`src/hw/rtl/word_punct_utf8_tokenizer_defines.svh`:
```
// ---------------------------------------------------------------------------
// Tokenizer assertion macros
// Shared concurrent assertion forms, clocked on clk and disabled in reset.
// ---------------------------------------------------------------------------
`ifndef WORD_PUNCT_UTF8_TOKENIZER_DEFINES_SVH
`define WORD_PUNCT_UTF8_TOKENIZER_DEFINES_SVH

// Same-cycle implication
`define WPT_ASSERT_NOW(lbl, ante, cons, msg) \
    lbl: assert property (@(posedge clk) disable iff (!rst_n) (ante) |-> (cons)) \
        else $error(msg);

// Next-cycle implication
`define WPT_ASSERT_NEXT(lbl, ante, cons, msg) \
    lbl: assert property (@(posedge clk) disable iff (!rst_n) (ante) |=> (cons)) \
        else $error(msg);

`endif

```
`src/hw/rtl/wpt_pkg.sv`:
```
// ---------------------------------------------------------------------------
// wpt_pkg
// Types, constants and codes shared by the tokenizer modules.
// ---------------------------------------------------------------------------
`default_nettype none

package wpt_pkg;

    localparam int MAX_RESULTS = 4;
    localparam int RES_IDX_W   = 2;
    localparam int RES_CNT_W   = 3;
    localparam int FIFO_DEPTH  = 4;
    localparam int FIFO_AW     = 2;
    localparam int FIFO_CNT_W  = 3;
    localparam int PADDR_W     = 3;

    // register word index taken from paddr[2]
    localparam logic REG_LANG_MODE = 1'b0;

    localparam logic MODE_WESTERN = 1'b0;
    localparam logic MODE_CHINESE = 1'b1;

    localparam logic [7:0] CH_DOT = 8'h2E;

    typedef struct packed {
        logic [7:0] text_byte;
        logic       text_last;
    } text_req_t;

    typedef struct packed {
        logic [7:0] out_byte;
        logic       has_byte;
        logic       token_end;
        logic       run_last;
    } tok_req_t;

    // one planned result inside a queue entry
    typedef struct packed {
        logic [7:0] data;
        logic       has;
        logic       fin;
    } res_t;

    // all results caused by one accepted byte
    typedef struct packed {
        logic [RES_CNT_W-1:0]              cnt;
        res_t [MAX_RESULTS-1:0]            res;
    } plan_t;

    typedef struct packed {
        logic       we;
        logic       value;
    } cfg_wr_t;

    typedef struct packed {
        logic       lang_mode;
        logic       in_word;
        logic       dot_held;
        logic [1:0] mb_left;
    } front_status_t;

    typedef struct packed {
        logic empty;
        logic full;
    } fifo_status_t;

endpackage

`default_nettype wire

```
`src/hw/rtl/wpt_front.sv`:
```
// ---------------------------------------------------------------------------
// wpt_front
// Accept text bytes, run the tokenizer state, and push per-byte result plans.
// ---------------------------------------------------------------------------
`default_nettype none

module wpt_front (
    input  wire logic                   clk,
    input  wire logic                   rst_n,
    input  wire wpt_pkg::cfg_wr_t       cfg,
    input  wire logic                   accept,
    input  wire wpt_pkg::text_req_t     text,
    output wpt_pkg::plan_t              plan,
    output logic                        push,
    output wpt_pkg::front_status_t      status
);

    logic       lang_mode_reg;
    logic       in_word_reg, in_word_next;
    logic       dot_held_reg, dot_held_next;
    logic [1:0] mb_left_reg, mb_left_next;

    logic [7:0] c;
    logic       last;
    logic       is_letter, is_digit, is_space, is_alnum;
    logic [2:0] lead_len;
    logic       mb_fin;
    logic [wpt_pkg::RES_CNT_W-1:0] n;

    assign c         = text.text_byte;
    assign last      = text.text_last;
    assign is_letter = (c >= 8'h41 && c <= 8'h5A) || (c >= 8'h61 && c <= 8'h7A);
    assign is_digit  = (c >= 8'h30 && c <= 8'h39);
    assign is_space  = (c == 8'h20) || (c >= 8'h09 && c <= 8'h0D);
    assign is_alnum  = is_letter || is_digit;
    assign mb_fin    = (mb_left_reg == 2'd1) || last;

    always_comb
    begin
        if ((c & 8'hE0) == 8'hC0)
            lead_len = 3'd2;
        else if ((c & 8'hF0) == 8'hE0)
            lead_len = 3'd3;
        else if ((c & 8'hF8) == 8'hF0)
            lead_len = 3'd4;
        else
            lead_len = 3'd1;
    end

    always_comb
    begin
        plan          = '0;
        n             = '0;
        in_word_next  = in_word_reg;
        dot_held_next = dot_held_reg;
        mb_left_next  = mb_left_reg;

        if (lang_mode_reg == wpt_pkg::MODE_WESTERN)
        begin
            // resolve a held dot first
            if (dot_held_reg)
            begin
                dot_held_next = 1'b0;
                if (is_letter)
                begin
                    plan.res[n[wpt_pkg::RES_IDX_W-1:0]] = '{wpt_pkg::CH_DOT, 1'b1, 1'b0};
                    n = n + 3'd1;
                end
                else
                begin
                    if (in_word_next)
                    begin
                        plan.res[n[wpt_pkg::RES_IDX_W-1:0]] = '{8'h00, 1'b0, 1'b1};
                        n = n + 3'd1;
                    end
                    in_word_next = 1'b0;
                    plan.res[n[wpt_pkg::RES_IDX_W-1:0]] = '{wpt_pkg::CH_DOT, 1'b1, 1'b1};
                    n = n + 3'd1;
                end
            end
            if (is_alnum || c[7])
            begin
                plan.res[n[wpt_pkg::RES_IDX_W-1:0]] = '{c, 1'b1, last};
                n = n + 3'd1;
                in_word_next = !last;
            end
            else if (c == wpt_pkg::CH_DOT && in_word_next && !last)
            begin
                dot_held_next = 1'b1;
            end
            else
            begin
                if (in_word_next)
                begin
                    plan.res[n[wpt_pkg::RES_IDX_W-1:0]] = '{8'h00, 1'b0, 1'b1};
                    n = n + 3'd1;
                end
                in_word_next = 1'b0;
                if (!is_space)
                begin
                    plan.res[n[wpt_pkg::RES_IDX_W-1:0]] = '{c, 1'b1, 1'b1};
                    n = n + 3'd1;
                end
            end
        end
        else
        begin
            if (mb_left_reg != 2'd0)
            begin
                // continuation bytes are taken whatever their value
                plan.res[0]  = '{c, 1'b1, mb_fin};
                n            = 3'd1;
                mb_left_next = mb_fin ? 2'd0 : mb_left_reg - 2'd1;
            end
            else if (!c[7])
            begin
                if (is_alnum)
                begin
                    plan.res[0]  = '{c, 1'b1, last};
                    n            = 3'd1;
                    in_word_next = !last;
                end
                else
                begin
                    if (in_word_reg)
                    begin
                        plan.res[n[wpt_pkg::RES_IDX_W-1:0]] = '{8'h00, 1'b0, 1'b1};
                        n = n + 3'd1;
                    end
                    in_word_next = 1'b0;
                    if (!is_space)
                    begin
                        plan.res[n[wpt_pkg::RES_IDX_W-1:0]] = '{c, 1'b1, 1'b1};
                        n = n + 3'd1;
                    end
                end
            end
            else
            begin
                if (in_word_reg)
                begin
                    plan.res[n[wpt_pkg::RES_IDX_W-1:0]] = '{8'h00, 1'b0, 1'b1};
                    n = n + 3'd1;
                end
                in_word_next = 1'b0;
                if (lead_len == 3'd1 || last)
                begin
                    plan.res[n[wpt_pkg::RES_IDX_W-1:0]] = '{c, 1'b1, 1'b1};
                    mb_left_next = 2'd0;
                end
                else
                begin
                    plan.res[n[wpt_pkg::RES_IDX_W-1:0]] = '{c, 1'b1, 1'b0};
                    mb_left_next = lead_len[1:0] - 2'd1;
                end
                n = n + 3'd1;
            end
        end

        // text end drops all open state
        if (last)
        begin
            in_word_next  = 1'b0;
            dot_held_next = 1'b0;
            mb_left_next  = 2'd0;
        end
        plan.cnt = n;
    end

    assign push   = accept && (n != '0);
    assign status = '{lang_mode_reg, in_word_reg, dot_held_reg, mb_left_reg};

    always_ff @(posedge clk or negedge rst_n)
    begin
        if (!rst_n)
        begin
            lang_mode_reg <= wpt_pkg::MODE_WESTERN;
            in_word_reg   <= 1'b0;
            dot_held_reg  <= 1'b0;
            mb_left_reg   <= 2'd0;
        end
        else if (cfg.we)
        begin
            lang_mode_reg <= cfg.value;
            in_word_reg   <= 1'b0;
            dot_held_reg  <= 1'b0;
            mb_left_reg   <= 2'd0;
        end
        else if (accept)
        begin
            in_word_reg   <= in_word_next;
            dot_held_reg  <= dot_held_next;
            mb_left_reg   <= mb_left_next;
        end
    end

endmodule

`default_nettype wire

```
`src/hw/rtl/wpt_fifo.sv`:
```
// ---------------------------------------------------------------------------
// wpt_fifo
// Short queue of result plans between the front and the back.
// ---------------------------------------------------------------------------
`default_nettype none

module wpt_fifo (
    input  wire logic                   clk,
    input  wire logic                   rst_n,
    input  wire logic                   push,
    input  wire wpt_pkg::plan_t         wr_plan,
    input  wire logic                   pop,
    output wpt_pkg::plan_t              head,
    output wpt_pkg::fifo_status_t       status
);

    wpt_pkg::plan_t                     entry_reg [wpt_pkg::FIFO_DEPTH];
    logic [wpt_pkg::FIFO_AW-1:0]        wr_ptr_reg, rd_ptr_reg;
    logic [wpt_pkg::FIFO_CNT_W-1:0]     count_reg;

    assign head         = entry_reg[rd_ptr_reg];
    assign status.empty = (count_reg == '0);
    assign status.full  = (count_reg == wpt_pkg::FIFO_CNT_W'(wpt_pkg::FIFO_DEPTH));

    always_ff @(posedge clk)
    begin
        if (push)
            entry_reg[wr_ptr_reg] <= wr_plan;
    end

    always_ff @(posedge clk or negedge rst_n)
    begin
        if (!rst_n)
        begin
            wr_ptr_reg <= '0;
            rd_ptr_reg <= '0;
            count_reg  <= '0;
        end
        else
        begin
            if (push)
                wr_ptr_reg <= wr_ptr_reg + wpt_pkg::FIFO_AW'(1);
            if (pop)
                rd_ptr_reg <= rd_ptr_reg + wpt_pkg::FIFO_AW'(1);
            if (push && !pop)
                count_reg <= count_reg + wpt_pkg::FIFO_CNT_W'(1);
            else if (pop && !push)
                count_reg <= count_reg - wpt_pkg::FIFO_CNT_W'(1);
        end
    end

endmodule

`default_nettype wire

```
`src/hw/rtl/wpt_back.sv`:
```
// ---------------------------------------------------------------------------
// wpt_back
// Walk the head plan one result per cycle, while tok_stall is low, into the output register.
// ---------------------------------------------------------------------------
`default_nettype none

module wpt_back (
    input  wire logic                   clk,
    input  wire logic                   rst_n,
    input  wire wpt_pkg::plan_t         head,
    input  wire wpt_pkg::fifo_status_t  fstat,
    output logic                        pop,
    output logic                        tok_valid,
    input  wire logic                   tok_stall,
    output wpt_pkg::tok_req_t           tok
);

    logic                               out_valid_reg;
    wpt_pkg::tok_req_t                  out_reg;
    logic [wpt_pkg::RES_IDX_W-1:0]      k_reg;
    wpt_pkg::res_t                      cur;
    logic                               load;
    logic                               is_last;

    assign load    = !out_valid_reg || !tok_stall;
    assign cur     = head.res[k_reg];
    assign is_last = ({1'b0, k_reg} + 3'd1) == head.cnt;
    assign pop     = load && !fstat.empty && is_last;

    assign tok_valid = out_valid_reg;
    assign tok       = out_reg;

    always_ff @(posedge clk)
    begin
        if (load && !fstat.empty)
            out_reg <= '{cur.data, cur.has, cur.fin, is_last};
    end

    always_ff @(posedge clk or negedge rst_n)
    begin
        if (!rst_n)
        begin
            out_valid_reg <= 1'b0;
            k_reg         <= '0;
        end
        else if (load)
        begin
            out_valid_reg <= !fstat.empty;
            if (!fstat.empty)
                k_reg <= is_last ? '0 : k_reg + wpt_pkg::RES_IDX_W'(1);
        end
    end

endmodule

`default_nettype wire

```
`src/hw/rtl/word_punct_utf8_tokenizer.sv`:
```
// ---------------------------------------------------------------------------
// word_punct_utf8_tokenizer
// Streaming word/punctuation tokenizer with western and UTF-8 character modes.
// ---------------------------------------------------------------------------
//
//   channel   dir   handshake                 payload
//   text      in    text_valid / text_stall   text_req_t  (text_byte, text_last)
//   tok       out   tok_valid  / tok_stall    tok_req_t   (out_byte, has_byte,
//                                                          token_end, run_last)
//   config    in    APB (psel, penable)       lang_mode at byte address 0
//
// One text byte is accepted per cycle while text_stall is low; the front classifies it in
// that cycle and queues its zero to three results. The back sends one result per cycle
// while tok_stall is low, so a byte with more results takes more output bandwidth; the
// 4-entry queue lets the input keep streaming until that backlog fills it.
// Results go through a queue entry, then the output register. text_stall rises only
// when the queue is full; tok_stall holds the output register and the queue.
// Reset is asynchronous and clears mode, token state, queue and output valid.
//
`default_nettype none
`include "word_punct_utf8_tokenizer_defines.svh"

module word_punct_utf8_tokenizer (
    input  wire logic                           clk,
    input  wire logic                           rst_n,
    // text request channel
    input  wire logic                           text_valid,
    output logic                                text_stall,
    input  wire wpt_pkg::text_req_t             text,
    // token request channel
    output logic                                tok_valid,
    input  wire logic                           tok_stall,
    output wpt_pkg::tok_req_t                   tok,
    // configuration port
    input  wire logic                           psel,
    input  wire logic                           penable,
    input  wire logic                           pwrite,
    input  wire logic [wpt_pkg::PADDR_W-1:0]    paddr,
    input  wire logic [31:0]                    pwdata,
    output logic [31:0]                         prdata,
    output logic                                pready
);

    wpt_pkg::cfg_wr_t       cfg;
    wpt_pkg::front_status_t fr_status;
    wpt_pkg::fifo_status_t  ff_status;
    wpt_pkg::plan_t         plan;
    wpt_pkg::plan_t         head;
    logic                   accept;
    logic                   push;
    logic                   pop;

    // APB decode: zero-wait, register word picked by paddr[2]
    assign pready    = 1'b1;
    assign cfg.we    = psel && penable && pwrite && (paddr[2] == wpt_pkg::REG_LANG_MODE);
    assign cfg.value = pwdata[0];

    always_comb
    begin
        prdata = '0;
        if (paddr[2] == wpt_pkg::REG_LANG_MODE)
            prdata[0] = fr_status.lang_mode;
    end

    // hold input while the plan queue has no room
    assign text_stall = ff_status.full;
    assign accept     = text_valid && !text_stall;

    wpt_front u_front (
        .clk    (clk),
        .rst_n  (rst_n),
        .cfg    (cfg),
        .accept (accept),
        .text   (text),
        .plan   (plan),
        .push   (push),
        .status (fr_status)
    );

    wpt_fifo u_fifo (
        .clk     (clk),
        .rst_n   (rst_n),
        .push    (push),
        .wr_plan (plan),
        .pop     (pop),
        .head    (head),
        .status  (ff_status)
    );

    wpt_back u_back (
        .clk       (clk),
        .rst_n     (rst_n),
        .head      (head),
        .fstat     (ff_status),
        .pop       (pop),
        .tok_valid (tok_valid),
        .tok_stall (tok_stall),
        .tok       (tok)
    );

    // a held dot only exists in western mode inside an open word
    `WPT_ASSERT_NOW(a_dot_in_word, fr_status.dot_held,
        (fr_status.in_word && fr_status.lang_mode == wpt_pkg::MODE_WESTERN),
        "dot held outside a western word")
    // western mode never owes UTF-8 bytes
    `WPT_ASSERT_NOW(a_western_no_mb, (fr_status.lang_mode == wpt_pkg::MODE_WESTERN),
        (fr_status.mb_left == 2'd0), "pending UTF-8 bytes in western mode")
    // text end leaves no open token state
    `WPT_ASSERT_NEXT(a_last_clears, (accept && text.text_last && !cfg.we),
        (!fr_status.in_word && !fr_status.dot_held && fr_status.mb_left == 2'd0),
        "token state survives text end")

endmodule

`default_nettype wire
```
`config.mk`:
```
export PLATFORM = sky130hd
export DESIGN_NAME = word_punct_utf8_tokenizer
export DESIGN_NICKNAME = d
export VERILOG_FILES = /design/src/hw/rtl/wpt_pkg.sv /design/src/hw/rtl/wpt_front.sv /design/src/hw/rtl/wpt_fifo.sv /design/src/hw/rtl/wpt_back.sv /design/src/hw/rtl/word_punct_utf8_tokenizer.sv
export VERILOG_INCLUDE_DIRS = /design/src /design/src/hw/rtl
export SDC_FILE = /design/constraint.sdc
export NUM_CORES = 1
export LEC_CHECK = 0
export BUFFER_PORTS_ARGS = -buffer_cell sky130_fd_sc_hd__buf_2
export CAP_MARGIN = 5
export CELL_PAD_IN_SITES_DETAIL_PLACEMENT = 1
export CELL_PAD_IN_SITES_GLOBAL_PLACEMENT = 2
export CORE_MARGIN = 3
export CORE_UTILIZATION = 45
export DETAILED_ROUTE_END_ITERATION = 10
export PLACE_DENSITY = 0.86
export SLEW_MARGIN = 0
export SYNTH_ARGS = -nofsm -noshare
export SYNTH_HDL_FRONTEND = slang
export SYNTH_SLANG_ARGS = --single-unit
export TNS_END_PERCENT = 20
```
`constraint.sdc`:
```
create_clock -name clk -period 11.75 [get_ports clk]
set_input_delay 1.175 -clock clk [delete_from_list [all_inputs] [get_ports clk]]
set_output_delay 1.175 -clock clk [all_outputs]
set_load 0.02 [all_outputs]
```
==> metrics.txt <==
status finished, final reports clean; DR vias/cell 5.74; Fin Setup TNS 0 ns; kind of critical path input pin to flip-flop; post-synthesis async set-or-reset flop share 7.58%; antenna violations before repair 0; Root Buffer clkbuf_16; io pins 97; drt total wl 20.0 mm; Startpoint Class input pin; sequential share of the synthesized area 63.5%; CP required 12.07 ns; Pre-antenna DRT Iters 5; Power, Total 2.35 mW; DR vias 4,998; Worst Setup End Kind flip-flop; max reg flops 172; share of cells above drive strength 1 25.1%; core area 19,800 um2; cts bufs inserted 17; Worst Path Max Fanout 10; number of synthesized flops with an enable pin 183; CTS tree yes; CTS Buffer Depth 2; GR Overflow Total 0; top_reg_cell synth edfxtp_1; worst slew pin tran 0.991 ns; DP HPWL 12.7 mm; Final Hold Viols 0; synthesized flop and latch total 198; Slew Limit Headroom 33.9%; Max-Cap Viols 0; PD cells 232 nW/um2; Cells after Synth 568; final instance area 10,100 um2; Placer Congestion 0.871; fin. max-slew vios 0; synthesis warning total 0; Iteration-0 DRC Markers 370; clk sinks 198; Nets 668; Antenna diodes 0; buffer count from post-CTS setup fixing 0; arrival time at the worst endpoint 5.50 ns; cts hold-fix bufs 0; WL/cell 23.0 um; Die X 149 um; Placed Instance Area 9540 um2; port buffer count 31; Yosys cell types 70; vias in the first global route 5,458; DIE HEIGHT 149 um; area delta synth->final 9.61%; Post-Syn Area 9240 um2; # resized after CTS 0; clk slew on worst S/H paths 0.07 ns; worst skew pair latency 0.43 ns; Tmin final 5.18 ns; first-pass GRT wire length 31.9 mm; htree depth 4; Peak VDD IR 127 uV; clock skew 0.0103 ns; dpl cells 840; Syn Area/Cell 16.3 um2; Post-Layout Cell Count 871; final hold slack 0.499 ns; Max Clk Rate 0.193 GHz; initial cell density of the core 46.6%; DR DRC count 0; DIE AREA 22,300 um2; row count 51; Post-DRT Antenna Nets 0; RSZ-0062 raised after global routing no; all-layer global routing usage 19.1%; Hold WC Path Type flip-flop to flip-flop; setup violators final 0; leakage 3.58 nW; final critical-path share of the clock period 44.1%; largest net degree at the start of global routing 44
-- stage by stage --
stage / setup slack, ns / utilization, %
detailed placement: 6.13 / 48.1
floorplan: 5.78 / -
CTS: 6.57 / 51.0
finish: 6.57 / 51.0
global route: 6.32 / 51.0
global placement: 6.21 / 48.1
-- cell type report --
cell class              instances  area [um2]
flip-flops and latches        198        5870
clock inverters                13         156
inverters                      19        71.3
fillers                      1849        9720
multi-input cells             319        3050
repair buffers                 39         215
clock buffers                  18         429
well taps                     265         332
-- cell usage after synthesis, drive strengths merged, types with 2 or more instances --
cell type	number	area, um2
edfxtp	183	5500
mux4	53	1190
buf	47	332
nand2	32	120
a21oi	22	114
and2	22	143
ha	22	275
nor2	18	70.1
inv	17	63.8
a21o	15	113
clkbuf	15	56.3
dfrtp	15	375
o21ai	14	73.8
nand3	11	60.1
nor3	7	35.0
xnor2	6	52.6
a31oi	5	31.3
nor2b	4	25.0
o22ai	4	31.3
xor2	4	35.0
and3	3	18.8
nand2b	3	18.8
nand4	3	18.8
a211oi	2	25.0
a22o	2	17.5
and4	2	17.5
clkinv	2	7.51
conb	2	7.51
mux2	2	26.3
nor3b	2	15.0
o221ai	2	35.0
o311ai	2	35.0
o32ai	2	25.0
-- cells by family (layout without fill, tap and decap cells) --
logic type | count (synthesis) | after routing | share of synthesized area [%]
simple gates | 117 | 117 | 7.07
xor+xnor | 10 | 10 | 0.948
compound gates | 81 | 81 | 6.89
fa+ha+maj | 23 | 23 | 3.20
flops | 198 | 198 | 63.5
buf+inv | 81 | 89 | 4.97
other cells | 2 | 32 | 0.0813
mux | 56 | 56 | 13.3
-- cells in the final DEF (no fill, tap or decap), types with 5 or more instances in the layout --
cell       netlist  final
conb_1           2     32
clkbuf_16        0     17
a21o_1          15     15
buf_2            7     31
dfrtp_1         15     14
nor2_1          17     13
nand2_1         32     32
nand3_1         10     10
inv_1           17     17
xnor2_1          6      6
buf_4           33      8
and2_1          20     20
inv_6            0      5
a31oi_1          5      5
a21oi_1         21     21
mux4_2          53     53
ha_1            22     22
o21ai_0         10     10
edfxtp_1       183    183
nor3_1           7      7
-- final timing paths --
| kind | startpoint | endpoint | slack [ns] | depth (start not counted) |
|---|---|---|---|---|
| setup / recovery | text[5] | u_fifo.count_reg[1] | 6.57 | 17 |
| hold / removal | u_back.tok_valid | u_back.tok_valid | 0.50 | 2 |
| setup reg to reg | u_front.in_word_reg | u_fifo.count_reg[1] | 7.54 | 14 |
| hold reg to reg | u_back.tok_valid | u_back.tok_valid | 0.50 | 2 |
| max in group asynchronous | rst_n | u_fifo.rd_ptr_reg[0] | 10.79 | 1 |
| min in group asynchronous | rst_n | u_back.tok_valid | 0.65 | 1 |
-- metal layers --
| metal | GRT usage, % | share of wire, % |
|---|---|---|
| met1 | 25.4 | 43 |
| met3 | 3.25 | 4.7 |
| met5 | 0 | 0 |
| met2 | 32.7 | 51 |
| met4 | 5.90 | 1.3 |
-- critical path: stages --
cell       delay (ns)
buf_2            0.19
or4_4            0.59
o22ai_2          0.20
o21ai_1          0.18
or2_2            0.44
inv_1            0.11
ha_1             0.21
nand3_1          0.13
ha_1             0.31
nor2b_1          0.14
o2bb2ai_2        0.18
o31ai_4          0.55
inv_1            0.11
ha_1             0.25
inv_1            0.08
fa_1             0.38
mux2_2           0.27
-- power by group --
| part | leakage, nW | internal [mW] | switching, mW | total (mW) |
|---|---|---|---|---|
| Clock | 0.284 | 0.303 | 0.270 | 0.573 |
| Sequential | 1.90 | 0.969 | 0.0828 | 1.05 |
| Combinational | 1.40 | 0.325 | 0.405 | 0.730 |
Power figures use the tool's default switching activity.
